**config.mk**
```make
export PLATFORM = sky130hd
export DESIGN_NAME = deque_with_search_and_middle_flat
export DESIGN_NICKNAME = d
export VERILOG_FILES = /design/src/design/dqs_pkg.sv /design/src/design/dqs_req_if.sv /design/src/design/dqs_rsp_if.sv /design/src/design/dqs_mem.sv /design/src/design/dqs_ctrl.sv /design/src/design/deque_with_search_and_middle.sv /design/src/flat_wrapper.sv
export VERILOG_INCLUDE_DIRS = /design/src /design/src/design
export SDC_FILE = /design/constraint.sdc
export NUM_CORES = 2
export LEC_CHECK = 0
export BUFFER_PORTS_ARGS = -buffer_cell sky130_fd_sc_hd__buf_2
export CELL_PAD_IN_SITES_DETAIL_PLACEMENT = 0
export CELL_PAD_IN_SITES_GLOBAL_PLACEMENT = 2
export CORE_ASPECT_RATIO = 0.8
export CORE_MARGIN = 10
export CORE_UTILIZATION = 35
export CTS_BUF_LIST = sky130_fd_sc_hd__clkbuf_16
export DETAILED_ROUTE_END_ITERATION = 8
export GPL_TIMING_DRIVEN = 0
export PLACE_DENSITY = 0.63
export SLEW_MARGIN = 25
export SYNTH_ARGS = -nofsm -noshare
export SYNTH_HDL_FRONTEND = slang
export SYNTH_HIERARCHICAL = 1
export SYNTH_SLANG_ARGS = --single-unit
```
**constraint.sdc**
```tcl
create_clock -name clk -period 6.5 [get_ports clk]
set_input_delay 0.65 -clock clk [delete_from_list [all_inputs] [get_ports clk]]
set_output_delay 0.65 -clock clk [all_outputs]
set_load 0.01 [all_outputs]
```
**src/design/assert_macros.svh**
```systemverilog
// Concurrent assertion helpers. Each use expects signals named clk and rst_n in scope.
`ifndef ASSERT_MACROS_SVH
`define ASSERT_MACROS_SVH

// The consequent must hold in the same cycle as the antecedent.
`define ASSERT_SAME(name, ante, cons, msg) \
    name: assert property (@(posedge clk) disable iff (!rst_n) (ante) |-> (cons)) \
        else $error(msg);

// The consequent must hold in the cycle after the antecedent.
`define ASSERT_NEXT(name, ante, cons, msg) \
    name: assert property (@(posedge clk) disable iff (!rst_n) (ante) |=> (cons)) \
        else $error(msg);

`endif

```
**src/design/dqs_pkg.sv**
```systemverilog
package dqs_pkg;

    localparam int DEPTH_DEFAULT = 64;
    localparam int ACT_W         = 3;
    localparam int DATA_W        = 32;
    localparam int STAT_W        = 2;
    localparam int POS_W         = 6;
    localparam int LEN_W         = 7;

    typedef enum logic [ACT_W-1:0] {
        ACT_PUSH_FRONT = 3'd0,
        ACT_PUSH_BACK  = 3'd1,
        ACT_POP_BACK   = 3'd2,
        ACT_POP_FRONT  = 3'd3,
        ACT_SEARCH     = 3'd4,
        ACT_MIDDLE     = 3'd5
    } action_t;

    typedef enum logic [STAT_W-1:0] {
        ST_OK    = 2'd0,
        ST_EMPTY = 2'd1,
        ST_FULL  = 2'd2,
        ST_MISS  = 2'd3
    } status_t;

    typedef enum logic [2:0] {
        S_IDLE,
        S_EXEC,
        S_SCAN,
        S_MID,
        S_FINISH
    } state_t;

endpackage

```
**src/design/dqs_req_if.sv**
```systemverilog
interface dqs_req_if;
    import dqs_pkg::*;

    logic                     valid;
    logic                     ready;
    logic [ACT_W-1:0]         action;
    logic signed [DATA_W-1:0] operand;

    modport source (output valid, output action, output operand, input ready);
    modport sink   (input valid, input action, input operand, output ready);

endinterface

```
**src/design/dqs_rsp_if.sv**
```systemverilog
interface dqs_rsp_if;
    import dqs_pkg::*;

    logic                     valid;
    logic                     ready;
    logic [STAT_W-1:0]        status;
    logic [POS_W-1:0]         position;
    logic signed [DATA_W-1:0] element;
    logic [LEN_W-1:0]         length;

    modport source (output valid, output status, output position, output element,
                    output length, input ready);
    modport sink   (input valid, input status, input position, input element,
                    input length, output ready);

endinterface

```
**src/design/dqs_mem.sv**
```systemverilog
module dqs_mem #(
    parameter int DEPTH = dqs_pkg::DEPTH_DEFAULT
) (
    input  logic                              clk,
    input  logic                              wr_en,
    input  logic [$clog2(DEPTH)-1:0]          wr_addr,
    input  logic [dqs_pkg::DATA_W-1:0]        wr_data,
    input  logic                              rd_en,
    input  logic [$clog2(DEPTH)-1:0]          rd_addr,
    output logic [dqs_pkg::DATA_W-1:0]        rd_data
);
    import dqs_pkg::*;

    logic [DATA_W-1:0] mem [DEPTH];
    logic [DATA_W-1:0] rd_data_reg;

    always_ff @(posedge clk)
    begin
        if (wr_en)
        begin
            mem[wr_addr] <= wr_data;
        end
    end

    always_ff @(posedge clk)
    begin
        if (rd_en)
        begin
            rd_data_reg <= mem[rd_addr];
        end
    end

    assign rd_data = rd_data_reg;

endmodule

```
**src/design/dqs_ctrl.sv**
```systemverilog
module dqs_ctrl #(
    parameter int DEPTH = dqs_pkg::DEPTH_DEFAULT
) (
    input  logic                              clk,
    input  logic                              rst_n,
    dqs_req_if.sink                           req,
    dqs_rsp_if.source                         rsp,
    output logic                              wr_en,
    output logic [$clog2(DEPTH)-1:0]          wr_addr,
    output logic [dqs_pkg::DATA_W-1:0]        wr_data,
    output logic                              rd_en,
    output logic [$clog2(DEPTH)-1:0]          rd_addr,
    input  logic [dqs_pkg::DATA_W-1:0]        rd_data
);
    import dqs_pkg::*;

    localparam int AW = $clog2(DEPTH);
    localparam int CW = $clog2(DEPTH + 1);
    localparam logic [AW:0] DEPTH_W = (AW + 1)'(DEPTH);

    state_t            state_reg, state_next;
    logic [ACT_W-1:0]  act_reg, act_next;
    logic [DATA_W-1:0] opnd_reg, opnd_next;
    logic [AW-1:0]     front_reg, front_next;
    logic [CW-1:0]     count_reg, count_next;
    logic [AW-1:0]     pos_reg, pos_next;
    status_t           res_status_reg, res_status_next;
    logic [AW-1:0]     res_pos_reg, res_pos_next;
    logic [DATA_W-1:0] res_elem_reg, res_elem_next;

    logic              out_valid_reg, out_valid_next;
    status_t           out_status_reg, out_status_next;
    logic [POS_W-1:0]  out_pos_reg, out_pos_next;
    logic [DATA_W-1:0] out_elem_reg, out_elem_next;
    logic [LEN_W-1:0]  out_len_reg, out_len_next;

    logic [AW-1:0]     slot_pos;
    logic [AW:0]       slot_sum;
    logic [AW-1:0]     slot_idx;
    logic [AW-1:0]     front_dec;
    logic [CW-1:0]     pos_inc;
    logic              is_full;
    logic              is_empty;
    logic              hit;
    logic              last;
    logic              out_free;
    logic              out_load;

    // The shared slot unit maps a position from the front to a ring slot.
    assign slot_sum  = {1'b0, front_reg} + {1'b0, slot_pos};
    assign slot_idx  = (slot_sum >= DEPTH_W) ? AW'(slot_sum - DEPTH_W) : AW'(slot_sum);
    assign front_dec = (front_reg == '0) ? AW'(DEPTH - 1) : front_reg - AW'(1);
    assign pos_inc   = CW'(pos_reg) + CW'(1);
    assign is_full   = (count_reg == CW'(DEPTH));
    assign is_empty  = (count_reg == '0);
    assign hit       = (rd_data == opnd_reg);
    assign last      = (pos_inc == count_reg);
    assign out_free  = !out_valid_reg || rsp.ready;
    assign out_load  = (state_reg == S_FINISH) && out_free;

    always_comb
    begin
        slot_pos = '0;
        case (state_reg)
            S_EXEC:
            begin
                case (act_reg)
                    ACT_PUSH_BACK: slot_pos = AW'(count_reg);
                    ACT_POP_FRONT: slot_pos = AW'(1);
                    ACT_MIDDLE:    slot_pos = AW'(count_reg >> 1);
                    default:       slot_pos = '0;
                endcase
            end
            S_SCAN:  slot_pos = AW'(pos_inc);
            default: slot_pos = '0;
        endcase
    end

    always_comb
    begin
        state_next = state_reg;
        case (state_reg)
            S_IDLE:
            begin
                if (req.valid)
                begin
                    state_next = S_EXEC;
                end
            end
            S_EXEC:
            begin
                if (act_reg == ACT_SEARCH && !is_empty)
                begin
                    state_next = S_SCAN;
                end
                else if (act_reg == ACT_MIDDLE && !is_empty)
                begin
                    state_next = S_MID;
                end
                else
                begin
                    state_next = S_FINISH;
                end
            end
            S_SCAN:
            begin
                if (hit || last)
                begin
                    state_next = S_FINISH;
                end
            end
            S_MID:    state_next = S_FINISH;
            S_FINISH:
            begin
                if (out_free)
                begin
                    state_next = S_IDLE;
                end
            end
            default:  state_next = S_IDLE;
        endcase
    end

    always_comb
    begin
        act_next        = act_reg;
        opnd_next       = opnd_reg;
        front_next      = front_reg;
        count_next      = count_reg;
        pos_next        = pos_reg;
        res_status_next = res_status_reg;
        res_pos_next    = res_pos_reg;
        res_elem_next   = res_elem_reg;
        wr_en           = 1'b0;
        wr_addr         = slot_idx;
        wr_data         = opnd_reg;
        rd_en           = 1'b0;
        rd_addr         = slot_idx;
        case (state_reg)
            S_IDLE:
            begin
                if (req.valid)
                begin
                    act_next  = req.action;
                    opnd_next = req.operand;
                end
            end
            S_EXEC:
            begin
                res_status_next = ST_OK;
                res_pos_next    = '0;
                res_elem_next   = '0;
                pos_next        = '0;
                case (act_reg)
                    ACT_PUSH_FRONT:
                    begin
                        if (is_full)
                        begin
                            res_status_next = ST_FULL;
                        end
                        else
                        begin
                            wr_en      = 1'b1;
                            wr_addr    = front_dec;
                            front_next = front_dec;
                            count_next = count_reg + CW'(1);
                        end
                    end
                    ACT_PUSH_BACK:
                    begin
                        if (is_full)
                        begin
                            res_status_next = ST_FULL;
                        end
                        else
                        begin
                            wr_en      = 1'b1;
                            count_next = count_reg + CW'(1);
                        end
                    end
                    ACT_POP_BACK:
                    begin
                        if (is_empty)
                        begin
                            res_status_next = ST_EMPTY;
                        end
                        else
                        begin
                            count_next = count_reg - CW'(1);
                        end
                    end
                    ACT_POP_FRONT:
                    begin
                        if (is_empty)
                        begin
                            res_status_next = ST_EMPTY;
                        end
                        else
                        begin
                            front_next = slot_idx;
                            count_next = count_reg - CW'(1);
                        end
                    end
                    ACT_SEARCH, ACT_MIDDLE:
                    begin
                        if (is_empty)
                        begin
                            res_status_next = ST_EMPTY;
                        end
                        else
                        begin
                            rd_en = 1'b1;
                        end
                    end
                    default: ;
                endcase
            end
            S_SCAN:
            begin
                if (hit)
                begin
                    res_pos_next = pos_reg;
                end
                else if (last)
                begin
                    res_status_next = ST_MISS;
                end
                else
                begin
                    rd_en    = 1'b1;
                    pos_next = AW'(pos_inc);
                end
            end
            S_MID:   res_elem_next = rd_data;
            default: ;
        endcase
    end

    always_comb
    begin
        out_valid_next  = out_valid_reg;
        out_status_next = out_status_reg;
        out_pos_next    = out_pos_reg;
        out_elem_next   = out_elem_reg;
        out_len_next    = out_len_reg;
        if (out_load)
        begin
            out_valid_next  = 1'b1;
            out_status_next = res_status_reg;
            out_pos_next    = POS_W'(res_pos_reg);
            out_elem_next   = res_elem_reg;
            out_len_next    = LEN_W'(count_reg);
        end
        else if (rsp.ready)
        begin
            out_valid_next = 1'b0;
        end
    end

    always_ff @(posedge clk or negedge rst_n)
    begin
        if (!rst_n)
        begin
            state_reg     <= S_IDLE;
            front_reg     <= '0;
            count_reg     <= '0;
            out_valid_reg <= 1'b0;
        end
        else
        begin
            state_reg     <= state_next;
            front_reg     <= front_next;
            count_reg     <= count_next;
            out_valid_reg <= out_valid_next;
        end
    end

    always_ff @(posedge clk)
    begin
        act_reg        <= act_next;
        opnd_reg       <= opnd_next;
        pos_reg        <= pos_next;
        res_status_reg <= res_status_next;
        res_pos_reg    <= res_pos_next;
        res_elem_reg   <= res_elem_next;
        out_status_reg <= out_status_next;
        out_pos_reg    <= out_pos_next;
        out_elem_reg   <= out_elem_next;
        out_len_reg    <= out_len_next;
    end

    assign req.ready    = (state_reg == S_IDLE);
    assign rsp.valid    = out_valid_reg;
    assign rsp.status   = out_status_reg;
    assign rsp.position = out_pos_reg;
    assign rsp.element  = out_elem_reg;
    assign rsp.length   = out_len_reg;

endmodule

```
**src/design/deque_with_search_and_middle.sv**
```systemverilog
// Double-ended queue of signed 32-bit words held in a ring buffer of DEPTH entries.
// The req channel carries one beat per action (push front, push back, pop back,
// pop front, search, middle) with its operand. The rsp channel returns exactly one
// beat per request with status, search position, middle element and new length.
// Requests are handled one at a time: req.ready is high only while the block is idle.
// Pushes, pops and unused action codes pass from accept through S_EXEC and S_FINISH,
// where the response is loaded into the output register. Middle on a nonempty queue
// takes one memory read and passes through S_EXEC, S_MID and S_FINISH. Search reads one
// stored word per cycle through the single memory read port and compares it with
// the key until a hit or the last word, so it examines at most the current length
// of the queue, which is at most DEPTH.
// Reset clears the front pointer and the count, so the queue starts empty; the
// storage itself is not cleared and needs no clearing pass.
// The response is held in an output register. A request may be accepted while a
// response waits, but the block then holds its next result until rsp.ready
// frees that register, so a stalled receiver stops the flow after one more request.
`include "assert_macros.svh"

module deque_with_search_and_middle #(
    parameter int DEPTH = dqs_pkg::DEPTH_DEFAULT
) (
    input logic       clk,
    input logic       rst_n,
    dqs_req_if.sink   req,
    dqs_rsp_if.source rsp
);
    import dqs_pkg::*;

    localparam int AW = $clog2(DEPTH);

    logic              wr_en;
    logic [AW-1:0]     wr_addr;
    logic [DATA_W-1:0] wr_data;
    logic              rd_en;
    logic [AW-1:0]     rd_addr;
    logic [DATA_W-1:0] rd_data;

    dqs_ctrl #(
        .DEPTH (DEPTH)
    ) u_ctrl (
        .clk     (clk),
        .rst_n   (rst_n),
        .req     (req),
        .rsp     (rsp),
        .wr_en   (wr_en),
        .wr_addr (wr_addr),
        .wr_data (wr_data),
        .rd_en   (rd_en),
        .rd_addr (rd_addr),
        .rd_data (rd_data)
    );

    dqs_mem #(
        .DEPTH (DEPTH)
    ) u_mem (
        .clk     (clk),
        .wr_en   (wr_en),
        .wr_addr (wr_addr),
        .wr_data (wr_data),
        .rd_en   (rd_en),
        .rd_addr (rd_addr),
        .rd_data (rd_data)
    );

    `ASSERT_NEXT(a_busy_after_accept, req.valid && req.ready, !req.ready, "ready after accept")
    `ASSERT_SAME(a_full_len, rsp.valid && rsp.status == ST_FULL, rsp.length == LEN_W'(DEPTH), "full with wrong length")
    `ASSERT_SAME(a_empty_len, rsp.valid && rsp.status == ST_EMPTY, rsp.length == '0, "empty with nonzero length")
    `ASSERT_SAME(a_pos_ok, rsp.valid && rsp.position != '0, rsp.status == ST_OK, "position on failed action")

endmodule
```
**src/flat_wrapper.sv**
```systemverilog
// flat-port wrapper written by rule: the top's interface ports become plain ports
module deque_with_search_and_middle_flat import dqs_pkg::*;
#(
    parameter int DEPTH = dqs_pkg::DEPTH_DEFAULT
)
  (clk, rst_n, req_valid, req_action, req_operand, req_ready, rsp_valid, rsp_status, rsp_position, rsp_element, rsp_length, rsp_ready);
  dqs_req_if req_i ();
  dqs_rsp_if rsp_i ();
  input logic clk;
  input logic rst_n;
  input wire logic [$bits(req_i.valid)-1:0] req_valid;
  input wire logic [$bits(req_i.action)-1:0] req_action;
  input wire logic [$bits(req_i.operand)-1:0] req_operand;
  output wire logic [$bits(req_i.ready)-1:0] req_ready;
  output wire logic [$bits(rsp_i.valid)-1:0] rsp_valid;
  output wire logic [$bits(rsp_i.status)-1:0] rsp_status;
  output wire logic [$bits(rsp_i.position)-1:0] rsp_position;
  output wire logic [$bits(rsp_i.element)-1:0] rsp_element;
  output wire logic [$bits(rsp_i.length)-1:0] rsp_length;
  input wire logic [$bits(rsp_i.ready)-1:0] rsp_ready;
  assign req_i.valid = req_valid;
  assign req_i.action = req_action;
  assign req_i.operand = req_operand;
  assign req_ready = req_i.ready;
  assign rsp_valid = rsp_i.valid;
  assign rsp_status = rsp_i.status;
  assign rsp_position = rsp_i.position;
  assign rsp_element = rsp_i.element;
  assign rsp_length = rsp_i.length;
  assign rsp_i.ready = rsp_ready;
  deque_with_search_and_middle #(.DEPTH(DEPTH)) u_core (.clk(clk), .rst_n(rst_n), .req(req_i), .rsp(rsp_i));
endmodule
```
**Word level (Yosys, flattened, before mapping)**

Memory sizes are Yosys's and may differ from the RTL's. A register that Yosys moved wholly into a read port is not among the register bits.
Index checks and enable logic that the tools add are counted.

- Flip-flop bits (word level): 145
- Latch bits: 0
- Memory bits (writable): 2,048
- ROM bits: 0
- Bits of input ports: 39
- Output and inout port bits: 49
- Word-level logic and storage cells: 115
- Memories: 1

Memory list:

| memory | depth | bits a word | rd ports | clocked after memory_dff | write ports | line | text |
|---|---|---|---|---|---|---|---|
| u_core.u_mem.mem | 64 | 32 | 1 | 1 | 1 | dqs_mem.sv:14 | `logic [DATA_W-1:0] mem [DEPTH];` |

- $add $sub $neg: 6
- $mul: 0
- Div/mod/pow operators: 0
- $lt $le $gt $ge: 1
- Equal/unequal tests: 23
- Shifts and indexed selects: 0
- Muxes and demuxes: 43
- Bitwise gates (word level): 0
- Reductions and logical operators: 27

Operators by type and width:

| cell | count |
|---|---|
| 32-bit one-hot mux with 2 select lines | 1 |
| 6-bit 2-to-1 mux | 10 |
| 6-bit one-hot mux with 2 select lines | 4 |
| 32-bit equality test | 1 |
| 2-bit inequality test, second input constant | 11 |
| 6-bit one-hot mux with 3 select lines | 1 |
| 3-bit 2-to-1 mux | 5 |
| 3-bit one-hot mux with 5 select lines | 1 |
| 7-bit 2-to-1 mux | 2 |
| 7-bit one-hot mux with 2 select lines | 1 |
| 3-bit by 2-bit equality test with 1-bit output, second input constant | 4 |
| 1-bit 2-to-1 mux | 12 |
| 6-bit by 1-bit subtractor with 6-bit output, second input constant | 2 |
| 2-bit nonzero test | 5 |
| 3-bit equality test, second input constant | 3 |
| 3-bit AND reduction | 3 |
| 2-bit one-hot mux with 2 select lines | 2 |
| 4-bit AND reduction | 2 |
| 6-bit by 1-bit adder with 7-bit output, second input constant | 1 |
| 6-bit by 6-bit adder with 7-bit output | 1 |
| 7-bit by 1-bit adder with 7-bit output, second input constant | 1 |
| 7-bit equality test | 1 |
| 7-bit equality test, second input constant | 1 |
| 7-bit >= comparator, second input constant | 1 |
| other kinds (13) | 24 |

**Logic depth before layout (Yosys ltp)**

- Depth after elaboration: 9
- Gate-level depth with buffers: 18

**Hierarchy**

The synthesis kept the hierarchy.

Modules (own cells, without submodules):

| module | instances | cells each | area each (um^2) | sequential area each (um^2) |
|---|---|---|---|---|
| dqs_mem | 1 | 3,324 | 78,835.6 | 62,459.9 |
| dqs_ctrl | 1 | 463 | 6,447.4 | 4,269.1 |

**Worst setup path after synthesis**

Ideal clock, no wire load.

- Path kind: reg-to-reg
- Start point: register u_core.u_ctrl.state_reg[1]
- End point: memory u_core.u_mem.mem[49][0] (enable)
- Library setup time: 0.461 ns
- Arrival: 5.193 ns
- Path slack: 0.846 ns
- Stages on the path, launching flop included: 15
- Buffers on the path: 3
- Clock period less this slack: 5.654 ns
- Path through: dfrtp_1 > clkbuf_1 > or3b_2 > clkbuf_1 > o21ai_0 > ha_1 > fa_1 > a21o_1 > a21oi_1 > xnor2_1 > nor2_1 > a21oi_1 > clkbuf_1 > nand4_1 > nor3_1

- Word-level cells in the longest chain between the ends: 8
- Elaborated cells between the ends (all ways): 13
- Those cells by class: 2 x add/sub; 1 x order compare; 2 x eq/ne; 8 x mux

RTL lines:

| element | line | text |
|---|---|---|
| start: declaration | dqs_ctrl.sv:21 | `state_t state_reg, state_next;` |
| start signal: assignment | dqs_ctrl.sv:271 | `state_reg <= state_next;` |
| 3-bit by 2-bit equality test with 1-bit output / 3-bit by 1-bit equality test with 1-bit output (equally long branches) | dqs_ctrl.sv:64 | `case (state_reg)` |
| 6-bit one-hot mux with 2 select lines * | dqs_ctrl.sv:64 |  |
| 6-bit by 6-bit adder with 7-bit output * | dqs_ctrl.sv:50 | `assign slot_sum = {1'b0, front_reg} + {1'b0, slot_pos};` |
| 6-bit by 1-bit subtractor with 6-bit output / 7-bit >= comparator (equally long branches) | dqs_ctrl.sv:51 | `assign slot_idx = (slot_sum >= DEPTH_W) ? AW'(slot_sum - DEPTH_W) : AW'(slot_sum);` |
| 6-bit 2-to-1 mux * | dqs_ctrl.sv:51 |  |
| named net u_core.rd_addr[4] | deque_with_search_and_middle.sv:35 | `logic [AW-1:0] rd_addr;` |
| 6-bit 2-to-1 mux | dqs_ctrl.sv:157 | `if (is_full)` |
| 6-bit 2-to-1 mux | dqs_ctrl.sv:154 | `case (act_reg)` |
| 6-bit 2-to-1 mux * | dqs_ctrl.sv:139 | `case (state_reg)` |
| named net u_core.wr_addr[4] | deque_with_search_and_middle.sv:32 | `logic [AW-1:0] wr_addr;` |
| end: declaration | dqs_mem.sv:14 |  |

Mark *: on every way through the listed nets, which the timed path passes. The rest lies on a longest branch.

**Worst setup path in the final report**

- Start point: register u_core.u_ctrl.state_reg[1]
- End point: register u_core.u_mem.rd_data_reg[30] (netlist: u_core/u_mem/rd_data[30]), read port of u_core.u_mem.mem, data pin

- Word-level cells in the longest chain between the ends: 5
- Elaborated cells between the ends (all ways): 8
- Those cells by class: 2 x add/sub; 1 x order compare; 2 x eq/ne; 3 x mux

RTL lines:

| element | line | text |
|---|---|---|
| 3-bit by 2-bit equality test with 1-bit output / 3-bit by 1-bit equality test with 1-bit output (equally long branches) | dqs_ctrl.sv:64 |  |
| 6-bit one-hot mux with 2 select lines * | dqs_ctrl.sv:64 |  |
| 6-bit by 6-bit adder with 7-bit output * | dqs_ctrl.sv:50 |  |
| 6-bit by 1-bit subtractor with 6-bit output / 7-bit >= comparator (equally long branches) | dqs_ctrl.sv:51 |  |
| 6-bit 2-to-1 mux * | dqs_ctrl.sv:51 |  |
| named net u_core.rd_addr[3] | deque_with_search_and_middle.sv:35 |  |
| end: declaration | dqs_mem.sv:15 | `logic [DATA_W-1:0] rd_data_reg;` |

Marks and branches as above.
A chain may end at the register's enable or synchronous reset.

==> reports/metrics.csv <==
metric;value;unit
die height;462;um
NetSw;22.9;mW
Die W;572;um
most frequent cell after synthesis;edfxtp_1;
Synth area leaders;edfxtp_1, mux4_2, mux2i_1, nor2_1, o22ai_1;
crit path time final;6.46;ns
Crit path arrival time;7.00;ns
first drt pass iteration count;6;
Nets;4455;
CTS Root Cell;clkbuf_16;
R2R depth;16;
status;complete, no violations;
maximum capacitance violations;0;
EDFF count, synth;2208;
flop-to-flop setup slack;0.04;ns
Crit Path Max Fanout;10;
top post-synthesis cells by count;edfxtp_1, mux4_2, nor2_1;
largest reg by FF count;u_core/u_mem/mem;
sw frac;41.0;%
wire per inst;35.4;um
total track usage;20.3;%
FILL cells;20632;
Max Transition Viols Final;0;
reg-to-reg startpoint;u_core/u_ctrl/state_reg[1];
XOR/XNOR Fraction of Synth Area;0.575;%
#FFs+latches synth;2225;
mux share of post-synthesis cell area;15.6;%
H-Tree Depth;4;
io pins;88;
row count;161;
Placed Area;95500;um2
final setup fails;0;
largest net degree at the start of global routing;48;
power after layout;55.8;mW
RSZ-0062 raised after global routing;yes;
Warnings, synthesis;6;
vias per inst;5.67;
period utilization;99.3;%
fin area;103000;um2
ANT nets after route;0;
syn_area_per_cell;22.5;um2
Max clock buf depth;4;
worst hold path type;in -> reg;
register share of total power;31.8;%
syn_nets;3845;
clock network power share;21.8;%
sequential-to-total area share from yosys stat;78.2;%
Post-synth top flop;edfxtp_1;
Cells after Synth;3787;
register area;66700;um2
Largest register FFs;2048;
# DRC;0;
initial drt markers;6445;
number of global-route vias before repair;42192;
core region area;242000;um2
initial antenna violation count;18;
Yosys top cell area share;77.7;%
n_diodes;0;
hold_sp;req_valid;
Setup TNS;0;ns
routed via count;43862;
hold path depth;3;
cts bufs inserted;221;
Post-Synthesis Cell Area;85300;um2
CTS tree;done;
Netlist cell types;64;
combinational family with the most area after synthesis;multiplexers;
max_slew headroom;14.8;%
Worst-path clk slew;0.06;ns
adder-cell share of the synthesized area;0.296;%
global-route wire length before repair;370000;um
crit path capture type;flip-flop;
Max IR drop VDD;0.000575;V
fmax;155;MHz
Post-Synth Simple-Gate Area;2.08;%
Initial Utilization;35.3;%
Critical Path RT;7.05;ns
Synth area leader;edfxtp_1;
final hold slack;0.0529;ns
Clock Latency Late Sink;0.89;ns
combinational share of power;46.5;%
clock sink count;2225;
HPWL after DPL;193000;um
Worst-Margin Slew;1.28;ns
skew final;0.0753;ns
P&R area growth vs syn;20.6;%
P_int;32.9;mW
pwr/cell area;543;nW/um2
total routed wirelength;274000;um
GRT overflow;0;
total die area;264000;um2
RD Place Congestion;0.813;
area of the multi-input gates;18300;um2
WS Path Type;reg -> reg;
Reg-to-Reg End;u_core/u_mem/rd_data[30];
hold path endpoint;u_core/u_ctrl/state_reg[0];
I/O Buffers;87;
fraction of layout cells with a size suffix above 1;31.9;%
Synth Area in Compound Gates;2.03;%
startpoint types;flip-flop;
Final Hold Viols;0;
Leak;32.6;nW
post-synthesis async set-or-reset flop share;0.764;%
-- how the worst max path moves through the flow --
stage,end,startpoint,slack (ns),cells past startpoint
floorplan,u_core/u_mem/mem[49][0],u_core/u_ctrl/state_reg[1],0.85,14
global placement,u_core/u_mem/mem[48][14],u_core/u_ctrl/state_reg[1],-4.54,14
detailed placement,u_core/u_mem/rd_data[27],u_core/u_ctrl/state_reg[1],-0.96,17
CTS,u_core/u_mem/rd_data[12],u_core/u_ctrl/state_reg[1],0.05,15
global route,u_core/u_mem/rd_data[20],u_core/u_ctrl/state_reg[1],-0.07,15
finish,u_core/u_mem/rd_data[30],u_core/u_ctrl/state_reg[1],0.04,16
-- cells by family (layout without fill, tap and decap cells) --
| logic type | count (synthesis) | count (layout) |
|---|---|---|
| flip-flops | 2225 | 2225 |
| AO/OA/AOI/OAI | 270 | 270 |
| AND/OR/NAND/NOR | 359 | 359 |
| multiplexers | 648 | 648 |
| buffers and inverters | 210 | 987 |
| adder cells (fa/ha/maj) | 19 | 19 |
| XOR/XNOR | 56 | 56 |
-- timing repair --
action,4_1_cts,5_1_grt
setup endpoints to repair,38,27
endpoints found under the hold margin,52,0
hold buffers,36,0
buffers inserted,1,0
resized for setup,21,34
-- per-layer routing --
layer | up-vias | track usage (%) | wire (um)
li1 | 17298 | - | -
met1 | 24038 | 30.8 | 121000
met2 | 2202 | 29.4 | 117000
met3 | 324 | 5.69 | 30200
met4 | 0 | 4.11 | 5670
met5 | - | 0 | 0
-- critical path, stage by stage (launching register included) --
cell and delay [ns]:
dfrtp_1 0.41, clkbuf_2 0.32, or3b_2 0.53, clkbuf_1 0.26, o21ai_1 0.41, ha_1 0.30, a21o_1 0.14, a21oi_1 0.13
xnor2_4 0.44, buf_2 0.39, and2_1 0.17, clkbuf_1 0.35, buf_6 0.28, buf_1 0.97, a21oi_1 0.52, a21oi_1 0.31
nor2_1 0.16
-- power by group through the flow --
stage          Sequential (mW)  Clock, mW  Combinational, mW
4_1_cts                   17.8       12.4               25.3
3_3_place_gp              19.2          0               23.2
2_1_floorplan             18.3          0               12.7
6_report                  17.7       12.2               25.9
5_1_grt                   17.8       13.0               26.8
3_5_place_dp              18.1          0               25.2
-- cells in the final DEF (no fill, tap or decap), types with 36 or more instances in the layout --
master	instances
nor2_1	95
o22ai_1	88
and3_1	39
clkbuf_2	37
edfxtp_1	2208
clkbuf_1	49
mux4_2	544
nor2_4	62
buf_16	83
dlygate4sd3_1	36
buf_8	104
clkbuf_16	222
xor2_1	43
clkinv_1	47
clkinv_2	40
nand2_1	45
inv_1	49
buf_12	63
buf_2	153
buf_4	41
mux2i_1	98
a21oi_1	54
-- stage by stage --
step,setup WS (ns),util [%],std cells
detailed placement,-0.960,39.5,7315
global route,-0.0695,42.6,7742
floorplan,0.846,-,3787
global placement,-4.54,37.1,7052
CTS,0.0549,42.5,7742
finish,0.0437,42.6,7742
-- cell type report --
class / count / area share [%]
Buffer: 202 / 1.04
Clock buffer: 222 / 5.40
Clock inverter: 168 / 1.16
Inverter: 8 / 0.0292
Multi-Input combinational cell: 1352 / 17.8
Sequential cell: 2225 / 64.9
Tap cell: 3178 / 3.87
Timing Repair Buffer: 387 / 5.85
No activity file was read; power rests on OpenSTA's default activity.
